## src/sv/rca_pkg.sv

```systemverilog
`timescale 1ns / 1ps
// Shared types and constants for the range conflict admission block.
// Used by rca_cell, rca_queue and range_conflict_admission; depends on nothing.
package rca_pkg;

  localparam int ACTIVE_SLOTS_DEF = 16;
  localparam int QUEUE_SLOTS_DEF  = 16;

  localparam int CMD_W    = 2;
  localparam int TAG_W    = 8;
  localparam int START_W  = 32;
  localparam int LEN_W    = 16;
  localparam int STATUS_W = 2;

  typedef enum logic [CMD_W-1:0] {
    CMD_SUBMIT   = 2'd0,
    CMD_COMPLETE = 2'd1,
    CMD_RUN      = 2'd2
  } cmd_t;

  typedef enum logic [STATUS_W-1:0] {
    ST_ADMITTED = 2'd0,
    ST_DEFERRED = 2'd1,
    ST_ISSUED   = 2'd2,
    ST_REJECTED = 2'd3
  } status_t;

  typedef enum logic [2:0] {
    S_IDLE,
    S_SUB,
    S_CPL,
    S_RD,
    S_EV,
    S_FIN
  } state_t;

  // One page range with its tag, as held in a table cell or a queue entry.
  typedef struct packed {
    logic [START_W-1:0] start;
    logic [LEN_W-1:0]   len;
    logic [TAG_W-1:0]   tag;
  } range_t;

  // Commands broadcast from the controller to every cell.
  typedef struct packed {
    logic wr_en;
    logic clr_en;
  } cell_ctl_t;

  // Flags rippled from cell to cell, lowest slot first.
  typedef struct packed {
    logic conflict;
    logic free_seen;
    logic match_seen;
  } chain_t;

endpackage

```

## src/sv/rca_cell.sv

```systemverilog
`timescale 1ns / 1ps
// One slot of the active range table, with its link in the priority chain.
// Depends on rca_pkg.
module rca_cell (
  input  logic               clk,
  input  logic               rst_n,
  input  rca_pkg::range_t    probe,
  input  rca_pkg::cell_ctl_t ctl,
  input  rca_pkg::chain_t    chain_in,
  output rca_pkg::chain_t    chain_out
);
  import rca_pkg::*;

  logic               valid_r;
  logic [START_W-1:0] start_r;
  logic [LEN_W-1:0]   len_r;
  logic [TAG_W-1:0]   tag_r;

  logic [START_W:0] probe_end;
  logic [START_W:0] own_end;
  logic             overlap;
  logic             chosen;
  logic             matched;

  assign probe_end = {1'b0, probe.start} + {{(START_W-LEN_W+1){1'b0}}, probe.len};
  assign own_end   = {1'b0, start_r} + {{(START_W-LEN_W+1){1'b0}}, len_r};
  assign overlap   = ({1'b0, probe.start} < own_end) && ({1'b0, start_r} < probe_end);

  // The first free slot takes a new range; the first matching slot is freed.
  assign chosen  = !valid_r && !chain_in.free_seen;
  assign matched = valid_r && (tag_r == probe.tag) && !chain_in.match_seen;

  assign chain_out.conflict   = chain_in.conflict | (valid_r & overlap);
  assign chain_out.free_seen  = chain_in.free_seen | !valid_r;
  assign chain_out.match_seen = chain_in.match_seen | matched;

  always_ff @(posedge clk) begin
    if (!rst_n) begin
      valid_r <= 1'b0;
    end else if (ctl.wr_en && chosen) begin
      valid_r <= 1'b1;
    end else if (ctl.clr_en && matched) begin
      valid_r <= 1'b0;
    end
  end

  always_ff @(posedge clk) begin
    if (ctl.wr_en && chosen) begin
      start_r <= probe.start;
      len_r   <= probe.len;
      tag_r   <= probe.tag;
    end
  end

endmodule

```

## src/sv/rca_queue.sv

```systemverilog
`timescale 1ns / 1ps
// Circular FIFO of deferred requests, held in a memory with registered read.
// Depends on rca_pkg.
module rca_queue #(
  parameter int QUEUE_SLOTS = rca_pkg::QUEUE_SLOTS_DEF
) (
  input  logic                             clk,
  input  logic                             rst_n,
  input  logic                             push_en,
  input  rca_pkg::range_t                  push_data,
  input  logic                             pop_en,
  output rca_pkg::range_t                  rd_data,
  output logic [$clog2(QUEUE_SLOTS+1)-1:0] fill
);
  import rca_pkg::*;

  localparam int PW = $clog2(QUEUE_SLOTS);
  localparam int CW = $clog2(QUEUE_SLOTS + 1);

  range_t          mem [QUEUE_SLOTS];
  range_t          rd_data_r;
  logic [PW-1:0]   head_r, head_nxt;
  logic [PW-1:0]   tail_r, tail_nxt;
  logic [CW-1:0]   count_r, count_nxt;

  always_comb begin
    head_nxt = head_r;
    tail_nxt = tail_r;
    if (pop_en) begin
      head_nxt = (head_r == PW'(QUEUE_SLOTS - 1)) ? '0 : head_r + 1'b1;
    end
    if (push_en) begin
      tail_nxt = (tail_r == PW'(QUEUE_SLOTS - 1)) ? '0 : tail_r + 1'b1;
    end
    count_nxt = count_r + CW'(push_en) - CW'(pop_en);
  end

  always_ff @(posedge clk) begin
    if (!rst_n) begin
      head_r  <= '0;
      tail_r  <= '0;
      count_r <= '0;
    end else begin
      head_r  <= head_nxt;
      tail_r  <= tail_nxt;
      count_r <= count_nxt;
    end
  end

  always_ff @(posedge clk) begin
    if (push_en) begin
      mem[tail_r] <= push_data;
    end
    if (pop_en) begin
      rd_data_r <= mem[head_r];
    end
  end

  assign rd_data = rd_data_r;
  assign fill    = count_r;

endmodule

```

## src/sv/range_conflict_admission.sv

```systemverilog
`timescale 1ns / 1ps
// Top level of the range conflict admission block: controller, cell row and queue.
// Depends on rca_pkg, rca_cell and rca_queue.

// A word is taken when start is high and busy is low. A submit or a complete
// keeps the block busy while it is handled, so no new word is taken until
// the block is back in S_IDLE. A run walks the deferred queue one entry at a
// time (reading the queue memory in S_RD, then testing the entry against the
// cell row in S_EV), then flushes its final result in S_FIN. A run leaves at
// once, going back to idle with no result, when the deferred queue is
// empty. Results appear on out_id, out_status and out_last for exactly one
// cycle, marked by out_valid, and cannot be held off by the receiver; at most
// one result is produced per cycle. A submit gives exactly one result, a
// complete none, and a run one result per issued entry, with out_last set on
// the final one. The conflict test against every active range is done by a
// row of identical cells, each holding one table slot; free-slot and
// tag-match priority ripple along the row from the lowest slot upwards.
module range_conflict_admission #(
  parameter int ACTIVE_SLOTS = rca_pkg::ACTIVE_SLOTS_DEF,
  parameter int QUEUE_SLOTS  = rca_pkg::QUEUE_SLOTS_DEF
) (
  input  logic                         clk,
  input  logic                         rst_n,
  input  logic                         start,
  output logic                         busy,
  input  logic [rca_pkg::CMD_W-1:0]    in_command,
  input  logic [rca_pkg::TAG_W-1:0]    in_req_id,
  input  logic [rca_pkg::START_W-1:0]  in_start_page,
  input  logic [rca_pkg::LEN_W-1:0]    in_page_count,
  output logic                         out_valid,
  output logic [rca_pkg::TAG_W-1:0]    out_id,
  output logic [rca_pkg::STATUS_W-1:0] out_status,
  output logic                         out_last
);
  import rca_pkg::*;

  localparam int CW = $clog2(QUEUE_SLOTS + 1);

  state_t        state_r, state_nxt;
  range_t        req_r;
  logic [CW-1:0] rem_r, rem_nxt;
  logic          pend_v_r, pend_v_nxt;
  logic [TAG_W-1:0] pend_id_r, pend_id_nxt;

  logic          out_valid_r, out_valid_nxt;
  logic [TAG_W-1:0] out_id_r, out_id_nxt;
  status_t       out_status_r, out_status_nxt;
  logic          out_last_r, out_last_nxt;

  range_t        probe;
  cell_ctl_t     ctl;
  chain_t        chain [ACTIVE_SLOTS+1];

  logic          push_en;
  range_t        push_data;
  logic          pop_en;
  range_t        q_data;
  logic [CW-1:0] fill;
  logic          q_full;
  logic          fits;

  // The row of table cells; the chain enters at slot zero with nothing seen.
  assign chain[0] = '0;

  for (genvar i = 0; i < ACTIVE_SLOTS; i++) begin : g_cell
    rca_cell u_cell (
      .clk       (clk),
      .rst_n     (rst_n),
      .probe     (probe),
      .ctl       (ctl),
      .chain_in  (chain[i]),
      .chain_out (chain[i+1])
    );
  end

  rca_queue #(
    .QUEUE_SLOTS (QUEUE_SLOTS)
  ) u_queue (
    .clk       (clk),
    .rst_n     (rst_n),
    .push_en   (push_en),
    .push_data (push_data),
    .pop_en    (pop_en),
    .rd_data   (q_data),
    .fill      (fill)
  );

  // While a run evaluates, the cells are probed with the entry just read from
  // the queue; otherwise with the accepted word.
  assign probe  = (state_r == S_EV) ? q_data : req_r;
  assign q_full = (fill == CW'(QUEUE_SLOTS));
  assign fits   = !chain[ACTIVE_SLOTS].conflict && chain[ACTIVE_SLOTS].free_seen;
  assign busy   = (state_r != S_IDLE);

  always_comb begin
    state_nxt      = state_r;
    rem_nxt        = rem_r;
    pend_v_nxt     = pend_v_r;
    pend_id_nxt    = pend_id_r;
    out_valid_nxt  = 1'b0;
    out_id_nxt     = out_id_r;
    out_status_nxt = out_status_r;
    out_last_nxt   = out_last_r;
    ctl            = '0;
    push_en        = 1'b0;
    push_data      = probe;
    pop_en         = 1'b0;

    unique case (state_r)
      S_IDLE: begin
        if (start) begin
          unique case (in_command)
            CMD_SUBMIT:   state_nxt = S_SUB;
            CMD_COMPLETE: state_nxt = S_CPL;
            CMD_RUN: begin
              rem_nxt   = fill;
              state_nxt = (fill == '0) ? S_IDLE : S_RD;
            end
            default:      state_nxt = S_IDLE;
          endcase
        end
      end
      S_SUB: begin
        out_valid_nxt = 1'b1;
        out_id_nxt    = req_r.tag;
        out_last_nxt  = 1'b1;
        if (fits) begin
          ctl.wr_en      = 1'b1;
          out_status_nxt = ST_ADMITTED;
        end else if (!q_full) begin
          push_en        = 1'b1;
          out_status_nxt = ST_DEFERRED;
        end else begin
          out_status_nxt = ST_REJECTED;
        end
        state_nxt = S_IDLE;
      end
      S_CPL: begin
        ctl.clr_en = 1'b1;
        state_nxt  = S_IDLE;
      end
      S_RD: begin
        pop_en    = 1'b1;
        rem_nxt   = rem_r - 1'b1;
        state_nxt = S_EV;
      end
      S_EV: begin
        if (fits) begin
          // An issued entry is held back until the next one issues or the walk
          // ends, so that the last one of the walk can be flagged.
          ctl.wr_en = 1'b1;
          if (pend_v_r) begin
            out_valid_nxt  = 1'b1;
            out_id_nxt     = pend_id_r;
            out_status_nxt = ST_ISSUED;
            out_last_nxt   = 1'b0;
          end
          pend_v_nxt  = 1'b1;
          pend_id_nxt = q_data.tag;
        end else begin
          push_en = 1'b1;
        end
        state_nxt = (rem_r == '0) ? S_FIN : S_RD;
      end
      S_FIN: begin
        if (pend_v_r) begin
          out_valid_nxt  = 1'b1;
          out_id_nxt     = pend_id_r;
          out_status_nxt = ST_ISSUED;
          out_last_nxt   = 1'b1;
        end
        pend_v_nxt = 1'b0;
        state_nxt  = S_IDLE;
      end
      default: state_nxt = S_IDLE;
    endcase
  end

  always_ff @(posedge clk) begin
    if (!rst_n) begin
      state_r     <= S_IDLE;
      pend_v_r    <= 1'b0;
      out_valid_r <= 1'b0;
      rem_r       <= '0;
    end else begin
      state_r     <= state_nxt;
      pend_v_r    <= pend_v_nxt;
      out_valid_r <= out_valid_nxt;
      rem_r       <= rem_nxt;
    end
  end

  always_ff @(posedge clk) begin
    pend_id_r    <= pend_id_nxt;
    out_id_r     <= out_id_nxt;
    out_status_r <= out_status_nxt;
    out_last_r   <= out_last_nxt;
    if (start && !busy) begin
      req_r.start <= in_start_page;
      req_r.len   <= in_page_count;
      req_r.tag   <= in_req_id;
    end
  end

  assign out_valid  = out_valid_r;
  assign out_id     = out_id_r;
  assign out_status = out_status_r;
  assign out_last   = out_last_r;

  // A range is only written into the table when it clears every active range.
  a_write_fits : assert property (@(posedge clk) disable iff (!rst_n)
    ctl.wr_en |-> fits)
    else $error("table write without a free, conflict-free slot");

  // The queue is never pushed beyond its capacity.
  a_push_room : assert property (@(posedge clk) disable iff (!rst_n)
    push_en |-> (fill < CW'(QUEUE_SLOTS) || pop_en))
    else $error("push into a full queue");

  // A submit result always closes its word.
  a_submit_last : assert property (@(posedge clk) disable iff (!rst_n)
    (out_valid && out_status != ST_ISSUED) |-> out_last)
    else $error("submit result without last flag");

  // The held-back issued entry is always flushed at the end of a run.
  a_flush : assert property (@(posedge clk) disable iff (!rst_n)
    (state_r == S_FIN) |=> !pend_v_r)
    else $error("pending issued entry left after a run");

  // Results only follow work that the controller was doing.
  a_out_origin : assert property (@(posedge clk) disable iff (!rst_n)
    out_valid |-> ($past(state_r) == S_SUB || $past(state_r) == S_EV ||
                   $past(state_r) == S_FIN))
    else $error("result strobe without a source");

endmodule
```

## config.mk

```make
export PLATFORM = sky130hd
export DESIGN_NAME = range_conflict_admission
export DESIGN_NICKNAME = d
export VERILOG_FILES = /design/src/sv/rca_pkg.sv /design/src/sv/rca_cell.sv /design/src/sv/rca_queue.sv /design/src/sv/range_conflict_admission.sv
export SDC_FILE = /design/constraint.sdc
export NUM_CORES = 2
export LEC_CHECK = 0
export CAP_MARGIN = 30
export CORE_UTILIZATION = 45
export CTS_BUF_LIST = sky130_fd_sc_hd__clkbuf_8
export CTS_CLUSTER_DIAMETER = 40
export CTS_CLUSTER_SIZE = 10
export DETAILED_ROUTE_END_ITERATION = 10
export DONT_BUFFER_PORTS = 1
export GPL_TIMING_DRIVEN = 0
export PLACE_DENSITY_LB_ADDON = 0.3
export SYNTH_ARGS = -nofsm -noshare
export SYNTH_HDL_FRONTEND = slang
export SYNTH_SLANG_ARGS = --single-unit
```

## constraint.sdc

```tcl
create_clock -name clk -period 17.6 [get_ports clk]
set_input_delay 2.64 -clock clk [delete_from_list [all_inputs] [get_ports clk]]
set_output_delay 2.64 -clock clk [all_outputs]
set_load 0.02 [all_outputs]
```

# [Word level (Yosys, flattened, before mapping)]
# Memories as Yosys holds them, arrays and structs flattened. A register that Yosys moved wholly into a read port is not among the register bits.
# Cells that the tools add are included.
[op_classes] addsub=22 n_lt_le_gt_ge=32 eq_ne=31 muxes=70 bitwise_logic=60 reduce_logical=173
[op_table] operator="less-than comparator 32 x 33 -> 1 bit" count=32
[op_table] operator="adder 32 x 16 -> 33 bit" count=17
[op_table] operator="equality test 8 bit" count=16
[op_table] operator="logical AND 1 bit" count=96
[op_table] operator="two-way mux 56 bit" count=1
[op_table] operator="logical NOT 1 bit" count=47
[op_table] operator="two-way mux 1 bit" count=47
[op_table] operator="OR 1 bit" count=44
[op_table] operator="nonzero test 2 bit" count=18
[op_table] operator="one-hot mux 8 bit (3 select lines)" count=1
[op_table] operator="AND 1 bit" count=16
[op_table] operator="two-way mux 8 bit" count=2
[op_table] operator="one-hot mux 2 bit (3 select lines)" count=2
[op_table] operator="logical NOT 5 bit" count=2
[op_table] operator="two-way mux 2 bit" count=5
[op_table] operator="two-way mux 5 bit" count=2
[op_table] operator="one-hot mux 5 bit (2 select lines)" count=1
[op_table] operator="one-hot mux 3 bit (3 select lines)" count=1
[op_table] operator="adder 4 x 1 -> 4 bit (second input constant)" count=2
[op_table] operator="equality test 4 bit (second input constant)" count=2
[op_table] operator="two-way mux 4 bit" count=2
[op_table] operator="!= test 2 bit (second input constant)" count=4
[op_table] operator="equality test 3 x 2 -> 1 bit (second input constant)" count=2
[op_table] operator="equality test 3 bit (second input constant)" count=2
[op_table] operator="other kinds (18)" count=24
[word_totals] reg_bits=1010 ramBits=896 in_bits=61 output_inout_bits=13 memories=1
[mem_list] memory="u_queue.mem" depth=16 word_bits=56 rd=1 rd_clocked_by_memory_dff=1 write_ports=1 line="rca_queue.sv:20" text="range_t mem [QUEUE_SLOTS];"

# [Depth between registers and ports, before layout]
[depth] ltp_word=51 mapped_depth=41 ltp_nobuf=36

# [By module]
# A second synthesis with hierarchy kept.
[hier_totals] hier_cells=10117 area_unflattened_um2=123108.1
[by_module_without_submodules] mod="rca_cell at g_cell[12].u_cell ..." n_inst=7 cells_each=521 area_per_inst_um2=5242.5 seq_area_each_um2=1701.6
[by_module_without_submodules] mod="rca_queue" n_inst=1 cells_each=1521 area_per_inst_um2=35910.7 seq_area_each_um2=28847.7
[by_module_without_submodules] mod="rca_cell at g_cell[0].u_cell ..." n_inst=6 cells_each=513 area_per_inst_um2=5207.5 seq_area_each_um2=1701.6
[by_module_without_submodules] mod="rca_cell at g_cell[9].u_cell" n_inst=1 cells_each=505 area_per_inst_um2=5203.7 seq_area_each_um2=1701.6
[by_module_without_submodules] mod="rca_cell at g_cell[14].u_cell" n_inst=1 cells_each=505 area_per_inst_um2=5180.0 seq_area_each_um2=1701.6
[by_module_without_submodules] mod="rca_cell at g_cell[3].u_cell" n_inst=1 cells_each=505 area_per_inst_um2=5170.0 seq_area_each_um2=1701.6
[by_module_without_submodules] mod="range_conflict_admission" n_inst=1 cells_each=356 area_per_inst_um2=3701.0 seq_area_each_um2=2452.4

# [Worst setup path before layout]
# Ideal clock, no wire load.
[synth_timing] path_kind="reg2reg" startpoint="reg state_r[2]" endpoint="reg g_cell[10].u_cell.len_r[0] (enable)" setup_time_ps=609 arrival_time_ps=13312 required_ps=16991 setup_slack_ps=3680 stages_incl_launch_ff=33 synth_period_minus_slack_ps=13920 cell_sequence="dfxtp_1 nor3b_4 buf_6 buf_4 buf_1 clkbuf_1 buf_1 nand2_1 nand2_1 ha_1 and4_1 and3_1 nand2_1 or4b_2 a21o_1 a21o_1 a21o_1 a21oi_1 xor2_1 ha_1 nand2_1 o21ai_0 a211oi_1 o21ai_0 a31oi_1 maj3_2 maj3_1 nor3_1 o2111ai_1 nor4b_4 nand3_1 buf_2 nor4_1"
[synth_rtl] element="from (decl)" line="range_conflict_admission.sv:39" text="state_t state_r, state_nxt;"
[synth_rtl] element="from (signal assigned)" line="range_conflict_admission.sv:186" text="state_r <= state_nxt;"
[synth_rtl] element="to (signal assigned)" line="rca_cell.sv:50" text="len_r <= probe.len;"
[synth_rtl] element="to (decl)" line="rca_cell.sv:16" text="logic [LEN_W-1:0] len_r;"

==> reports/results.env <==
YOSYSMOSTFREQUENTCELL='sky130_fd_sc_hd__edfxtp_1'
SYN2LAYOUT_AREA_GROWTH_PCT=13.15
DRT-WIRELENGTH-PER-CELL_UM=26.02
SYNTHESIS.AREA_SQ_UM=106600
CORE.ROWCOUNT=178
TRITONCTS='built'
CLOCK-SKEW-FINAL_NS=0.1335
SYNTH_NETS=9024
FINALPOWER_mW=10.67
GRT_FIRST_PASS_WIRELENGTH_MM=438.0
CTS_ROOT_BUFFER='sky130_fd_sc_hd__clkbuf_8'
FIRST_ITER_VIOLATIONS=6301
DETAILED_PLACE_HPWL_MM=210.2
MAX_CAP_VIOL_COUNT=0
IO_PINS=74
CTS_SETUP_BUFFERS=0
YOSYS_WARNINGS=0
YOSYSSEQAREASHARE=0.5493
NUM_VIAS=69990
P_LEAK_nW=44.01
POST-ROUTE-PERIOD-UTIL=0.7740
CRIT_PATH_MAX_INCR_DELAY_NS=0.75
WORST_PATH_MAX_FANOUT=25
FINALWIRELENGTH_MM=300.7
DRTPASS1ITERATIONS=6
GPL.FINAL_WEIGHTED_CONGESTION=0.8969
CLOCKBUFFERDEPTH=4
GRT_START_MAX_NET_PINS=56
POST-SYNTH-TOP-AREA-CELL='sky130_fd_sc_hd__edfxtp_1'
SYNTH_EDF_COUNT=1923
MAXIMUM_ACHIEVABLE_FREQUENCY_GHz=0.07341
CRITPATHARRIVALTIME_NS=14.33
PATH_COMMON_CELL='sky130_fd_sc_hd__buf_4'
MET1_LAYER_WIRELENGTH_IN_THE_FINAL_ROUTING_MM=124.3
NUMBER_OF_ANTENNA_VIOLATIONS_AT_THE_FIRST_CHECK_IN_GLOBAL_ROUTING=14
MET3_ROUTED_WIRELENGTH_MM=21.03
TRACK_USAGE=0.2499
ROUTED_VIA_DENSITY=6.056
SYNTH_TOP_CELLS_BY_AREA='sky130_fd_sc_hd__edfxtp_1 54%, sky130_fd_sc_hd__ha_1 15%, sky130_fd_sc_hd__mux4_2 5.9%'
GLOBAL_ROUTE.OVERFLOW_TOTAL=0
FINAL-MAX-SLEW-VIOLATION-COUNT=0
DIE_AREA_SQ_UM=238700
CORE_AREA_SQ_UM=235400
CTS_REPAIR_RESIZE_COUNT=0
SETUP_REPAIR_AFTER_GLOBAL_ROUTING_MISSED_ITS_MARGIN='no'
TOTAL_OF_HOLD_BUFFERS_INSERTED_AFTER_CLOCK_TREE_SYNTHESIS=0
YOSYS.CELL_TYPES.COUNT=108
CTSHTREEMAXLEVEL=5
DRIVE_ABOVE_1_SHARE=0.1314
WORST_SETUP_PATH_START_KIND='register'
POSTSYNTHREGISTERBITS=1962
WORST_SKEW_PAIR.LATE_LATENCY_NS=1.09
POST_SYNTHESIS_CELLS=7701
OUTCOME='finished, final reports clean'
DIEWIDTH_UM=488.6
CRITPATHCAPTURETYPE='register'
START_UTIL=0.4526
LAYOUTNONFILLERINSTCOUNT=11560
NUMCLOCKSINKS=1962
REMAINING_DRC_ERRORS=0
SYNTH_TOP_CELLS_BY_COUNT='1923 x sky130_fd_sc_hd__edfxtp_1, 1244 x sky130_fd_sc_hd__ha_1, 464 x sky130_fd_sc_hd__a21oi_1'
SLEW_MARGIN_REL=0.2617
IR_DROP_mV=0.08401
MIN_PATH_TYPE='register to register'
TOP_LAYER='met5'
SYNTHESIS.AREA_PER_INSTANCE_SQ_UM=13.84
ENDPOINT_REQUIRED_TIME_ON_THE_CRITICAL_PATH_NS=18.31
WORST_SLEW_PIN_TRAN_NS=1.108
VIA_COUNT_OF_THE_FIRST_GLOBAL_ROUTING_PASS=71070
SYNTH_FLOP_CELL='sky130_fd_sc_hd__edfxtp_1'
SETUP_VIOL=0
CRITICAL_PATH.SLOWEST_CELL='sky130_fd_sc_hd__nor4b_4'
NETS_FINISH=9540
CTS.REPORTEDPATHS.CLKPINSLEW_NS=0.07
ROUTE.MET2.WL_MM=140.9
HOLD_VIOL_FINAL=0
DIE_HEIGHT_UM=488.6
ROUTE.ANTENNA.REMAINING_NETS=0
POWER.DENSITY_nW_PER_UM2=88.47
WS_PATH_TYPE='register to register'
FINAL.MIN_CLOCK_PERIOD_NS=13.62
CTS_BUF_COUNT=310
NUMPORTBUFFERS=0
YOSYS.AREA.TOP_TYPE_SHARE=0.5419
YS_ASYNC_SR_FRACTION=0
PLACED_CELLS_INCL_TAPS=11050
==> power by group <==
part	internal, mW	switching, mW	leakage (nW)
clock	2.15	1.85	3.22
sequential	5.19	0.0176	17.6
combinational	0.507	0.957	23.2
==> cell type report <==
type / instances / area (sq um)
well taps: 3150 / 3941
clock buffers: 319 / 4390
multi-input cells: 5433 / 47540
flip-flops and latches: 1962 / 58530
clock inverters: 177 / 1707
fillers: 19440 / 114800
inverters: 184 / 690.7
diodes: 6 / 15.01
plain buffers: 122 / 499.2
repair buffers: 204 / 3257
==> placed cells by master, fill, tap and decap left out, types with 106 or more instances in the layout <==
cell type,synthesis,final
sky130_fd_sc_hd__edfxtp_1,1923,1923
sky130_fd_sc_hd__ha_1,1244,1244
sky130_fd_sc_hd__a21oi_1,464,464
sky130_fd_sc_hd__nand2_1,425,384
sky130_fd_sc_hd__xnor2_1,340,328
sky130_fd_sc_hd__clkbuf_8,0,319
sky130_fd_sc_hd__nor2_1,294,291
sky130_fd_sc_hd__a21o_1,281,281
sky130_fd_sc_hd__mux4_2,280,280
sky130_fd_sc_hd__xor2_1,287,276
sky130_fd_sc_hd__o21ai_0,266,265
sky130_fd_sc_hd__inv_1,182,219
sky130_fd_sc_hd__nand3_1,218,218
sky130_fd_sc_hd__nand4_1,176,176
sky130_fd_sc_hd__and3_1,124,109
sky130_fd_sc_hd__nor3_1,112,106
==> per-layer routing <==
metal	track usage	vias to the layer above
li1	-	31450
met1	0.3260	35060
met2	0.4093	2756
met3	0.03650	717
met4	0.1186	2
met5	0	-
==> critical path, delay by kind of cell (launching register included) <==
| kind | cells | cell delay, ns |
|---|---|---|
| XOR/XNOR | 1 | 0.53 |
| buffers and inverters | 15 | 4.48 |
| flip-flops | 1 | 0.36 |
| adder cells (fa/ha/maj) | 2 | 0.65 |
| AND/OR/NAND/NOR | 11 | 4.33 |
| AO/OA/AOI/OAI | 11 | 2.83 |
==> registers in the layout, summed over array words and instances (netlist names) <==
register,count
req_r,56
g_cell.u_cell.len_r,256
out_last,1
u_queue.fill,5
u_queue.head_r,4
pend_v_r,1
g_cell.u_cell.tag_r,128
g_cell.u_cell.valid_r,16
u_queue.rd_data,56
out_status,2
out_valid,1
rem_r,5
g_cell.u_cell.start_r,512
u_queue.tail_r,4
state_r,3
out_id,8
pend_id_r,8
u_queue.mem,896
==> metrics by stage <==
| step | setup slack [ns] | hold WS (ns) | TNS (ns) | util | cell area (sq um) |
|---|---|---|---|---|---|
| after global placement | -7.195 | 0.4418 | -3627.66 | 0.4694 | 110500 |
| final | 3.978 | 0.4783 | 0 | 0.5122 | 120600 |
| after floorplan | 3.680 | 0.4261 | 0 | - | 106600 |
| after detailed placement | 4.220 | 0.4597 | 0 | 0.4860 | 114400 |
| after CTS | 4.125 | 0.4924 | 0 | 0.5119 | 120500 |
| after global routing | 3.774 | 0.5056 | 0 | 0.5121 | 120600 |
==> path summary, 6_finish.rpt <==
path                 startpoint                    endpoint  slack, ns  depth (start not counted)
min reg2reg  u_queue.rd_data[3]                pend_id_r[3]       0.48                          0
max                  state_r[2]  g_cell[10].u_cell.len_r[3]       3.98                         40
min          u_queue.rd_data[3]                pend_id_r[3]       0.48                          0
max reg2reg          state_r[2]  g_cell[10].u_cell.len_r[3]       3.98                         40
==> logic make-up after synthesis <==
logic type | count (synthesis) | share of synthesized area
flops | 1962 | 0.5493
fa+ha+maj | 1273 | 0.1505
buf+inv | 306 | 0.01113
xor+xnor | 628 | 0.05169
compound gates | 1544 | 0.09541
mux | 308 | 0.06218
simple gates | 1680 | 0.07979
No activity file was read; power rests on OpenSTA's default activity.
